**src/sv/lsd_pkg.sv**
```systemverilog
// Shared constants, types and control structs for the LZSS stream decoder.
package lsd_pkg;

	localparam int WINDOW_BYTES = 4096;
	localparam int AW           = $clog2(WINDOW_BYTES);
	localparam int MAX_MATCH    = 18;
	localparam int LW           = $clog2(MAX_MATCH + 1);
	localparam int IW           = $clog2(MAX_MATCH);
	localparam int MIN_MATCH    = 3;
	localparam int TOKENS       = 8;
	localparam int TW           = $clog2(TOKENS + 1);

	localparam logic [7:0] FILL_BYTE = 8'h20;

	typedef enum logic [1:0] {
		ST_IDLE,
		ST_READ,
		ST_EMIT
	} state_t;

	typedef enum logic [1:0] {
		KIND_NONE,
		KIND_LIT,
		KIND_PAIR
	} kind_t;

	typedef struct packed {
		logic take;
		logic rd_issue;
		logic emit;
	} cmd_t;

	typedef struct packed {
		kind_t kind;
		logic  rd_last;
		logic  em_last;
		logic  out_free;
	} sts_t;

endpackage

```
**src/sv/lsd_ctrl.sv**
```systemverilog
// Controller state machine: input acceptance, window read sweep, emit/write sweep.
module lsd_ctrl (
	input  logic          clk,
	input  logic          arst_n,
	input  logic          s_tvalid,
	output logic          s_tready,
	input  lsd_pkg::sts_t sts,
	output lsd_pkg::cmd_t cmd
);

	lsd_pkg::state_t state_q, state_d;

	always_ff @(posedge clk or negedge arst_n) begin
		if (!arst_n) begin
			state_q <= lsd_pkg::ST_IDLE;
		end else begin
			state_q <= state_d;
		end
	end

	always_comb begin
		state_d = state_q;
		case (state_q)
			lsd_pkg::ST_IDLE: begin
				if (s_tvalid) begin
					case (sts.kind)
						lsd_pkg::KIND_LIT:  state_d = lsd_pkg::ST_EMIT;
						lsd_pkg::KIND_PAIR: state_d = lsd_pkg::ST_READ;
						default:            state_d = lsd_pkg::ST_IDLE;
					endcase
				end
			end
			lsd_pkg::ST_READ: begin
				if (sts.rd_last) begin
					state_d = lsd_pkg::ST_EMIT;
				end
			end
			lsd_pkg::ST_EMIT: begin
				if (sts.out_free && sts.em_last) begin
					state_d = lsd_pkg::ST_IDLE;
				end
			end
			default: state_d = lsd_pkg::ST_IDLE;
		endcase
	end

	always_comb begin
		s_tready     = 1'b0;
		cmd          = '0;
		case (state_q)
			lsd_pkg::ST_IDLE: begin
				s_tready = 1'b1;
				cmd.take = s_tvalid;
			end
			lsd_pkg::ST_READ: begin
				cmd.rd_issue = 1'b1;
			end
			lsd_pkg::ST_EMIT: begin
				cmd.emit = sts.out_free;
			end
			default: begin
				s_tready = 1'b0;
			end
		endcase
	end

endmodule

```
**config.mk**
```make
export PLATFORM = sky130hd
export DESIGN_NAME = lsd_ctrl
export DESIGN_NICKNAME = d
export VERILOG_FILES = /design/src/sv/lsd_pkg.sv /design/src/sv/lsd_ctrl.sv
export SDC_FILE = /design/constraint.sdc
export NUM_CORES = 1
export LEC_CHECK = 0
export ABC_AREA = 1
export BUFFER_PORTS_ARGS = -buffer_cell sky130_fd_sc_hd__buf_2
export CAP_MARGIN = 25
export CORE_AREA = 8 8 45 47
export DETAILED_ROUTE_END_ITERATION = 8
export DIE_AREA = 0 0 53 55
export HOLD_SLACK_MARGIN = 0.02
export PLACE_DENSITY = 0.34
export SYNTH_ARGS = -nofsm -noshare
export SYNTH_HDL_FRONTEND = slang
export SYNTH_SLANG_ARGS = --single-unit
```
**constraint.sdc**
```tcl
create_clock -name clk -period 1.1 [get_ports clk]
set_input_delay 0.055 -clock clk [delete_from_list [all_inputs] [get_ports clk]]
set_output_delay 0.055 -clock clk [all_outputs]
set_load 0.02 [all_outputs]
```
# ---- Yosys cells after proc, flatten, opt, wreduce, memory -nomap -nowiden
# Index checks and enable logic that the tools add are counted.
dict set report totals {
  reg_bits 2
  inputBits 8
  out_inout_bits 4
  wordCells 20
}
dict set report op_classes {
  eq_ne 7
  mux 9
  reduce_logical 3
}
# cell count
set op_table {}
lappend op_table {{$mux W2} 3}
lappend op_table {{$ne A2 B2 Y1 const B} 3}
lappend op_table {{$pmux W2 S3} 1}
lappend op_table {{$eq A2 B1 Y1 const B} 2}
lappend op_table {{$eq A2 B2 Y1 const B} 2}
lappend op_table {{$mux W1} 4}
lappend op_table {{$pmux W2 S2} 1}
lappend op_table {{$reduce_and A3 Y1} 1}
lappend op_table {{$logic_not A2 Y1} 1}
lappend op_table {{$logic_and A1 B1 Y1} 1}

# ---- Longest topological paths before layout
# Gate-level depths: netlist of run 1.
dict set report logic_depth {
  word_depth 4
  mapped_depth 5
  ltp_nobuf 5
}

# ---- Worst setup path before layout of run 1
# OpenSTA, ideal clock, no wires.
dict set report synth_timing {
  path_type {register -> output}
  from {register state_q[1]}
  to {output cmd[2] in the netlist's numbering}
  arrival_ps 1036
  required_ps 1045
  slack_ps 9
  path_stages_with_launch 4
  path_buffers 0
  cell_sequence {dfrtp_1 nor2_2 inv_2 nor2_1}
}
# element line
set synth_lines {}
lappend synth_lines {{start: declaration} lsd_ctrl.sv:11} ;# lsd_pkg::state_t state_q, state_d;
lappend synth_lines {{start signal: assignment} lsd_ctrl.sv:15} ;# state_q <= lsd_pkg::ST_IDLE;
lappend synth_lines {{start signal: assignment} lsd_ctrl.sv:17} ;# state_q <= state_d;
lappend synth_lines {{end: declaration} lsd_ctrl.sv:8} ;# output lsd_pkg::cmd_t cmd

==> results.json, run 1 <==
{
  "outcome": "finished clean",
  "antenna_found_initial": 0,
  "muxShareOfSynthArea": 0,
  "total_cts_buffers": 3,
  "proportion_of_netlist_area_held_by_the_largest_area_contributor": 0.303,
  "clock_sinks": 2,
  "synth_most_common_cell": "sky130_fd_sc_hd__inv_1",
  "nets": 59,
  "timing_max_transition_violations_final": 0,
  "final-hold-violation-count": 0,
  "floorplan.initialDensity": 0.119,
  "synth_cell_area_um2": 165,
  "grt_usage": 0.0415,
  "flow.area_growth_from_synthesis_pct": 101,
  "synth.ff_latch_count": 2,
  "yosys.area_share.adder": 0,
  "clockBufferDepth": 2,
  "vdd_drop_max_mv": 0.461,
  "worst_hold_slack_ns": 0.142,
  "cts_tree": "built",
  "path_clk_slew_ns": 0.03,
  "die_h_um": 55,
  "post_route_cells_drive_above_1_share": 0.490,
  "powerDensity_mw_per_mm2": 2370,
  "postSynth.topFlopCell": "sky130_fd_sc_hd__dfrtp_1",
  "totalWireLength_um": 566,
  "total_leakage_power_nw": 0.199,
  "synth_enable_flop_cells": 0,
  "rsz0062_at_grt": "true",
  "design_power_total_mw": 0.786,
  "core_region_area_mm2": 0.00138,
  "timing.max_slew.rel_slack": 0.887,
  "drc_errors": 0,
  "syn-instance-count": 29,
  "worst_hold_path_type": "input port to async pin",
  "share_of_synthesized_cell_area_in_and_or_nand_and_nor_gates": 0.409,
  "max_freq_mhz": 918,
  "synth.avg_cell_area_um2": 5.70,
  "syn_nets": 37,
  "gp_congestion": 0.690,
  "placement.io_buffers": 11,
  "gr-total-overflow": 0,
  "post_synthesis_cell_type_with_the_largest_combined_area": "sky130_fd_sc_hd__dfrtp_1",
  "synth-compound-area-share": 0.106,
  "cts-root-buf": "sky130_fd_sc_hd__clkbuf_4",
  "cp.arrival_ns": 1.03,
  "insertedDiodeCount": 0,
  "drt-vias-per-instance": 3.45,
  "grt_pass1_vias": 219,
  "setup.worst_path.class": "register to primary output",
  "die_area_mm2": 0.00292,
  "synthDistinctLibCells": 11,
  "largest_fanout_on_the_critical_path": 3,
  "grt_first_pass_wirelength_um": 828,
  "registers_with_the_highest_flip_flop_counts": "state_q: 2 flops",
  "yosysSeqAreaShare": 0.303,
  "vias": 224,
  "finalSetupViolations": 0,
  "worstSetupEndpointType": "primary output",
  "drtAntennaViolNets": 0,
  "clock_tree.htree_level_count": 1,
  "synthXorXnorAreaFrac": 0,
  "drt-pass1-iter-count": 1,
  "grt_max_degree": 6,
  "worstSetupStartpointType": "register",
  "placedInstanceArea_um2": 240,
  "fp.dieW_um": 53,
  "layout.filler_cells": 176,
  "layout_min_cycle_time_ns": 1.09,
  "floorplan.io_pins": 12,
  "most_flops_register": "state_q",
  "clk-insertion-delay-late_ns": 0.23,
  "yosys_warnings": 0,
  "slew_of_the_pin_with_the_lowest_slew_margin_ns": 0.169,
  "drtIter0Drc": 0,
  "required_arrival_time_at_the_worst_endpoint_ns": 1.04,
  "wl_per_cell_um": 8.71,
  "final_area_um2": 332,
  "r2r_cells": 5,
  "dominant_combinational_cell_family_by_area_after_synthesis": "simple AND/OR/NAND/NOR gates",
  "top_cells_by_area_in_the_synthesized_netlist": "sky130_fd_sc_hd__dfrtp_1 30%, sky130_fd_sc_hd__inv_1 16%, sky130_fd_sc_hd__nand2_1 14%",
  "drv.max_cap_violation_count": 0,
  "max_reg_flops": 2,
  "final_min_period_over_clock_period": 0.991,
  "detailed_place_hpwl_um": 423,
  "ys_top_cells_by_count": "7 x sky130_fd_sc_hd__inv_1, 6 x sky130_fd_sc_hd__nand2_1, 6 x sky130_fd_sc_hd__nor2_1",
  "std_cell_rows": 14,
  "skew_ns": 0.00356,
  "synth-async-reset-ratio": 1.00
}
==> path summary, 6_finish.rpt <==
check	from	endpoint	slack [ns]
setup / recovery	state_q[1]	cmd[2]	0.01
hold / removal	arst_n	state_q[0]	0.14
setup reg to reg	state_q[1]	state_q[0]	0.05
hold reg to reg	state_q[0]	state_q[1]	0.65
max in group asynchronous	arst_n	state_q[1]	0.86
min in group clk	sts[2]	state_q[0]	0.15
==> placed cells by master, fill, tap and decap left out <==
master,netlist,final
sky130_fd_sc_hd__a21oi_1,1,1
sky130_fd_sc_hd__buf_2,0,7
sky130_fd_sc_hd__buf_4,0,8
sky130_fd_sc_hd__buf_6,0,1
sky130_fd_sc_hd__clkbuf_4,0,3
sky130_fd_sc_hd__dfrtp_1,2,2
sky130_fd_sc_hd__dlygate4sd3_1,0,1
sky130_fd_sc_hd__inv_1,7,6
sky130_fd_sc_hd__inv_2,1,2
sky130_fd_sc_hd__nand2_1,6,6
sky130_fd_sc_hd__nand3_1,1,1
sky130_fd_sc_hd__nor2_1,6,5
sky130_fd_sc_hd__nor2_2,2,2
sky130_fd_sc_hd__nor2_4,0,1
sky130_fd_sc_hd__nor3_1,1,1
sky130_fd_sc_hd__o21ai_1,0,1
sky130_fd_sc_hd__o21bai_1,1,1
==> report_power, final <==
| group | internal (mW) | switching, mW |
|---|---|---|
| Sequential | 0.0996 | 0.0255 |
| Combinational | 0.252 | 0.245 |
| Clock | 0.120 | 0.0430 |
==> metal layers <==
metal,global-route usage,share of wire
met2,0.0625,0.55
met5,0,0
met3,0.0214,0.12
met4,0.0517,0
met1,0.0365,0.32
==> worst max-delay path: stages, from the launching register on <==
cell                      delay (ns)
sky130_fd_sc_hd__dfrtp_1        0.39
sky130_fd_sc_hd__nor2_2         0.15
sky130_fd_sc_hd__inv_2          0.05
sky130_fd_sc_hd__nor2_1         0.08
sky130_fd_sc_hd__buf_4          0.14
==> per-stage QoR <==
stage / setup slack, ns / util / TNS (ns) / cells
floorplan: 0.00873 / - / 0 / 29
global placement: 0.142 / 0.174 / 0 / 56
detailed placement: 0.133 / 0.174 / 0 / 56
CTS: -0.0124 / 0.222 / -0.0124 / 64
global route: -0.0843 / 0.240 / -0.153 / 65
finish: 0.0104 / 0.240 / 0 / 65
==> layout make-up <==
cell class                 count  area (um2)  area share
multi-input combinational     19        92.6       0.279
timing repair buffer          17         116       0.351
clock buffer                   3        22.5      0.0679
tap                           16        20.0      0.0604
inverter                       8        30.0      0.0906
sequential                     2        50.0       0.151
==> what timing repair did <==
item	CTS	global route
gates resized for setup	3	6
pin swaps	1	1
hold buffers	1	0
setup endpoints to repair	2	6
hold endpoints to repair	2	0
buffers inserted	4	1
==> cell families after synthesis <==
group | Yosys count
buf+inv | 8
simple gates | 16
flops | 2
compound gates | 3
Power figures use the tool's default switching activity.
==> inputs of run 2 (changes only) <==
==> constraint.sdc (replaced) <==
create_clock -name clk -period 1.3 [get_ports clk]
set_input_delay 0.065 -clock clk [delete_from_list [all_inputs] [get_ports clk]]
set_output_delay 0.065 -clock clk [all_outputs]
set_load 0.02 [all_outputs]
==> run 2 against run 1 <==
Flip-flop and latch count stayed put. Design area shrank 18%. Cell count fell by 7.7%. Sequential power shrank 9.6%. Combinational power down 51%. Critical path type unchanged.
==> results.json, run 2 (synthesized netlist as in run 1, its figures left out) <==
{
  "slew_of_the_pin_with_the_lowest_slew_margin_ns": 0.186,
  "most_flops_register": "state_q",
  "floorplan.io_pins": 12,
  "design_power_total_mw": 0.496,
  "drc_errors": 0,
  "drt-pass1-iter-count": 2,
  "registers_with_the_highest_flip_flop_counts": "state_q: 2 flops",
  "floorplan.initialDensity": 0.119,
  "critical_path.slowest_cell": "sky130_fd_sc_hd__dfrtp_1",
  "drtIter0Drc": 1,
  "worst_hold_path_type": "input port to async pin",
  "timing_max_transition_violations_final": 0,
  "worst_hold_slack_ns": 0.153,
  "cp.arrival_ns": 1.09,
  "totalWireLength_um": 471,
  "final_worst_slack_ns": 0.147,
  "required_arrival_time_at_the_worst_endpoint_ns": 1.24,
  "gp_congestion": 0.686,
  "pre_cts_worst_setup_slack_ns": 0.352,
  "total_cts_buffers": 3,
  "layout_common_cells": "11 x sky130_fd_sc_hd__buf_2, 7 x sky130_fd_sc_hd__inv_1, 6 x sky130_fd_sc_hd__nor2_1, 6 x sky130_fd_sc_hd__nand2_1, 3 x sky130_fd_sc_hd__clkbuf_4",
  "core_region_area_mm2": 0.00138,
  "wl_per_cell_um": 7.85,
  "max_reg_flops": 2,
  "grt_max_degree": 7,
  "postCtsSetupRepairBufs": 0,
  "insertedDiodeCount": 0,
  "drtAntennaViolNets": 0,
  "drt-vias-per-instance": 3.57,
  "finish.cell_count_without_fillers": 60,
  "max_freq_mhz": 867,
  "cp_cell_sequence": "nor2_2 -> inv_2 -> nor2_1 -> buf_2",
  "placement.io_buffers": 11,
  "clockBufferDepth": 2,
  "die_area_mm2": 0.00292,
  "placedInstanceArea_um2": 240,
  "critical-path-max-stage-delay_ns": 0.42,
  "numPlacedInstances": 56,
  "layout_min_cycle_time_ns": 1.15,
  "final_area_um2": 273,
  "final.setup.tns_ns": 0,
  "drv.max_cap_violation_count": 0,
  "fp.dieW_um": 53,
  "finalSetupViolations": 0,
  "skew_ns": 0.00321,
  "cts-resized-gates": 0,
  "outcome": "finished clean",
  "grt_pass1_vias": 212,
  "gr-total-overflow": 0,
  "layout.cells.most_common": "sky130_fd_sc_hd__buf_2",
  "die_h_um": 55,
  "vias": 214,
  "clock_sinks": 2,
  "path_clk_slew_ns": 0.03,
  "largest_fanout_on_the_critical_path": 6,
  "detailed_place_hpwl_um": 415,
  "clk-insertion-delay-late_ns": 0.22,
  "flow.area_growth_from_synthesis_pct": 65.2,
  "cts-root-buf": "sky130_fd_sc_hd__clkbuf_4",
  "final-hold-violation-count": 0,
  "nets": 54,
  "worstSetupEndpointType": "primary output",
  "post-route-util": 0.197,
  "powerDensity_mw_per_mm2": 1820,
  "vdd_drop_max_mv": 0.404,
  "rsz0062_at_grt": "false",
  "std_cell_rows": 14,
  "timing.max_slew.rel_slack": 0.876,
  "worstSetupStartpointType": "register",
  "grt_usage": 0.0388,
  "final_min_period_over_clock_period": 0.887,
  "setup.worst_path.class": "register to primary output",
  "grt_first_pass_wirelength_um": 772,
  "post_route_cells_drive_above_1_share": 0.386,
  "clock_tree.htree_level_count": 1,
  "total_leakage_power_nw": 0.171,
  "cts_tree": "built",
  "antenna_found_initial": 0
}
[run 2: cell types whose count changed in the layout (fill, tap and decap cells not counted)]
cell	change
sky130_fd_sc_hd__o21ai_0	+1
sky130_fd_sc_hd__buf_4	-8
sky130_fd_sc_hd__buf_2	+4
sky130_fd_sc_hd__nor2_1	+1
sky130_fd_sc_hd__buf_6	-1
sky130_fd_sc_hd__inv_1	+1
sky130_fd_sc_hd__nor2_4	-1
sky130_fd_sc_hd__inv_2	-1
sky130_fd_sc_hd__o21ai_1	-1
[run 2: worst max-delay path, delay by kind of cell (launching register included)]
family	cells	cell delay, ns
AND/OR/NAND/NOR	2	0.22
buffers and inverters	2	0.23
flip-flops	1	0.42
[run 2: area by class of cell]
class / instances / area [um2]
repair buffers: 12 / 65.1
fillers: 168 / 1110
well taps: 16 / 20.0
clock buffers: 3 / 22.5
multi-input cells: 19 / 85.1
flip-flops and latches: 2 / 50.0
inverters: 8 / 30.0
[run 2: metal layers]
metal / GRT usage / vias up / share of wire / wire (um)
met1: 0.0289 / 89 / 0.33 / 156
li1: - / 116 / - / -
met5: 0 / - / 0 / 0
met2: 0.0625 / 7 / 0.52 / 246
met3: 0.0294 / 2 / 0.12 / 56
met4: 0.0388 / 0 / 0.025 / 12
[run 2: what timing repair did]
| item | 4_1_cts | 5_1_grt |
|---|---|---|
| setup endpoints to repair | 0 | 0 |
| hold buffers | 1 | 0 |
| hold endpoints to repair | 2 | 0 |
[run 2: power by group]
part | internal (mW) | leakage [nW] | switching [mW]
sequential | 0.0842 | 0.0260 | 0.0292
combinational | 0.0885 | 0.131 | 0.157
clock | 0.102 | 0.0138 | 0.0349
[run 2: final timing paths]
kind                             from          to  slack, ns  cells after the start
min                            arst_n  state_q[0]       0.15                      2
max                        state_q[1]      cmd[2]       0.15                      4
max in group asynchronous      arst_n  state_q[1]       1.05                      2
min in group clk             s_tvalid  state_q[0]       0.15                      3
max reg2reg                state_q[1]  state_q[0]       0.36                      4
min reg2reg                state_q[0]  state_q[1]       0.61                      3
==> inputs of run 3 (changes only) <==
--- a/config.mk
+++ b/config.mk
@@ -8,11 +8,13 @@
 export ABC_AREA = 1
 export BUFFER_PORTS_ARGS = -buffer_cell sky130_fd_sc_hd__buf_2
 export CAP_MARGIN = 25
+export CELL_PAD_IN_SITES_DETAIL_PLACEMENT = 1
+export CELL_PAD_IN_SITES_GLOBAL_PLACEMENT = 1
 export CORE_AREA = 8 8 45 47
 export DETAILED_ROUTE_END_ITERATION = 8
 export DIE_AREA = 0 0 53 55
 export HOLD_SLACK_MARGIN = 0.02
-export PLACE_DENSITY = 0.34
+export PLACE_DENSITY = 0.47
 export SYNTH_ARGS = -nofsm -noshare
 export SYNTH_HDL_FRONTEND = slang
 export SYNTH_SLANG_ARGS = --single-unit
==> run 3 against run 2 <==
Sequential power is essentially flat. Critical path type unchanged. Design area is the same. Core utilization is the same. Cell count is the same.
==> results.json, run 3 (synthesized netlist as in run 1, its figures left out) <==
{
  "outcome": "finished clean",
  "drt-vias-per-instance": 3.57,
  "die_h_um": 55,
  "gp_congestion": 0.660,
  "layout_common_cells": "11 x sky130_fd_sc_hd__buf_2, 7 x sky130_fd_sc_hd__inv_1, 6 x sky130_fd_sc_hd__nor2_1, 6 x sky130_fd_sc_hd__nand2_1, 3 x sky130_fd_sc_hd__clkbuf_4",
  "drt-pass1-iter-count": 1,
  "grt_first_pass_wirelength_um": 903,
  "fp.dieW_um": 53,
  "total_cts_buffers": 3,
  "total_leakage_power_nw": 0.171,
  "most_flops_register": "state_q",
  "slew_of_the_pin_with_the_lowest_slew_margin_ns": 0.197,
  "max_reg_flops": 2,
  "skew_ns": 0.0000687,
  "finalSetupViolations": 0,
  "core_region_area_mm2": 0.00138,
  "drc_errors": 0,
  "layout.filler_cells": 182,
  "required_arrival_time_at_the_worst_endpoint_ns": 1.24,
  "worstSetupEndpointType": "primary output",
  "totalWireLength_um": 519,
  "postCtsSetupRepairBufs": 0,
  "placement.io_buffers": 11,
  "vias": 214,
  "pre_cts_worst_setup_slack_ns": 0.332,
  "rsz0062_at_grt": "false",
  "final_worst_slack_ns": 0.138,
  "std_cell_rows": 14,
  "setup.worst_path.class": "register to primary output",
  "cts-root-buf": "sky130_fd_sc_hd__clkbuf_4",
  "grt_pass1_vias": 229,
  "gr-total-overflow": 0,
  "grt_usage": 0.0409,
  "flow.area_growth_from_synthesis_pct": 65.2,
  "vdd_drop_max_mv": 0.313,
  "registers_with_the_highest_flip_flop_counts": "state_q: 2 flops",
  "largest_fanout_on_the_critical_path": 6,
  "clock_sinks": 2,
  "ff_latch_area_um2": 50.0,
  "layout_min_cycle_time_ns": 1.16,
  "final-hold-violation-count": 0,
  "final_min_period_over_clock_period": 0.894,
  "powerDensity_mw_per_mm2": 1840,
  "max_freq_mhz": 861,
  "multi_input_comb_area_um2": 85.1,
  "drtIter0Drc": 0,
  "timing_max_transition_violations_final": 0,
  "grt_max_degree": 7,
  "cp_top_family": "flip-flops",
  "clk-insertion-delay-late_ns": 0.22,
  "cp_num_buf_inv": 2,
  "floorplan.io_pins": 12,
  "insertedDiodeCount": 0,
  "clockBufferDepth": 2,
  "critical_path.slowest_cell": "sky130_fd_sc_hd__dfrtp_1",
  "nets": 54,
  "worstSetupStartpointType": "register",
  "path_clk_slew_ns": 0.03,
  "drtAntennaViolNets": 0,
  "post_route_cells_drive_above_1_share": 0.386,
  "worst_hold_path_type": "input port to async pin",
  "timing.max_slew.rel_slack": 0.869,
  "wl_per_cell_um": 8.65,
  "die_area_mm2": 0.00292,
  "floorplan.initialDensity": 0.119,
  "cp.arrival_ns": 1.10,
  "layout.cells.most_common": "sky130_fd_sc_hd__buf_2",
  "clock_tree.htree_level_count": 1,
  "drv.max_cap_violation_count": 0,
  "final.setup.tns_ns": 0,
  "critical-path-max-stage-delay_ns": 0.43,
  "detailed_place_hpwl_um": 439,
  "antenna_found_initial": 0,
  "cts_tree": "built",
  "cp_cell_sequence": "nor2_2 -> inv_2 -> nor2_1 -> buf_2"
}
run 3: cell counts in the layout (fill, tap and decap cells not counted):
No cell type changed its count.
run 3: path summary, 6_finish.rpt:
kind	start	endpoint	slack [ns]	cells past startpoint
max reg2reg	state_q[1]	state_q[0]	0.33	4
min	arst_n	state_q[1]	0.15	2
max	state_q[1]	cmd[2]	0.14	4
max in group asynchronous	arst_n	state_q[0]	1.05	2
min reg2reg	state_q[0]	state_q[1]	0.61	3
min in group clk	s_tvalid	state_q[1]	0.16	3
run 3: metal layers:
metal,routed length [um],up-vias,global-route usage
met3,59,0,0.0160
met2,249,7,0.0664
met4,0,0,0.0388
met1,210,93,0.0394
li1,-,114,-
met5,0,-,0
run 3: per-stage QoR:
stage                util  std cells  power, mW  hold WS (ns)  instance area (um2)
global placement    0.174         56      0.367        -0.148                  240
floorplan               -         29      0.283        -0.231                  165
detailed placement  0.174         56      0.369        -0.147                  240
finish              0.197         60      0.502         0.155                  273
global route        0.197         60      0.558         0.152                  273
CTS                 0.197         60      0.517         0.147                  273
run 3: layout make-up:
cell class,count,area share
Sequential cell,2,0.183
Tap cell,16,0.0734
Timing Repair Buffer,12,0.239
Multi-Input combinational cell,19,0.312
Inverter,8,0.110
Clock buffer,3,0.0826
run 3: where the power goes:
group          total (mW)  switching, mW  internal (mW)
logic               0.248          0.160         0.0885
clock network       0.138         0.0361          0.102
registers           0.115         0.0312         0.0842
total               0.502          0.227          0.275
run 3: repair_timing:
action                                 4_1_cts  5_1_grt
hold buffers                                 1        0
resized for setup                            0        0
endpoints found under the hold margin        2        0
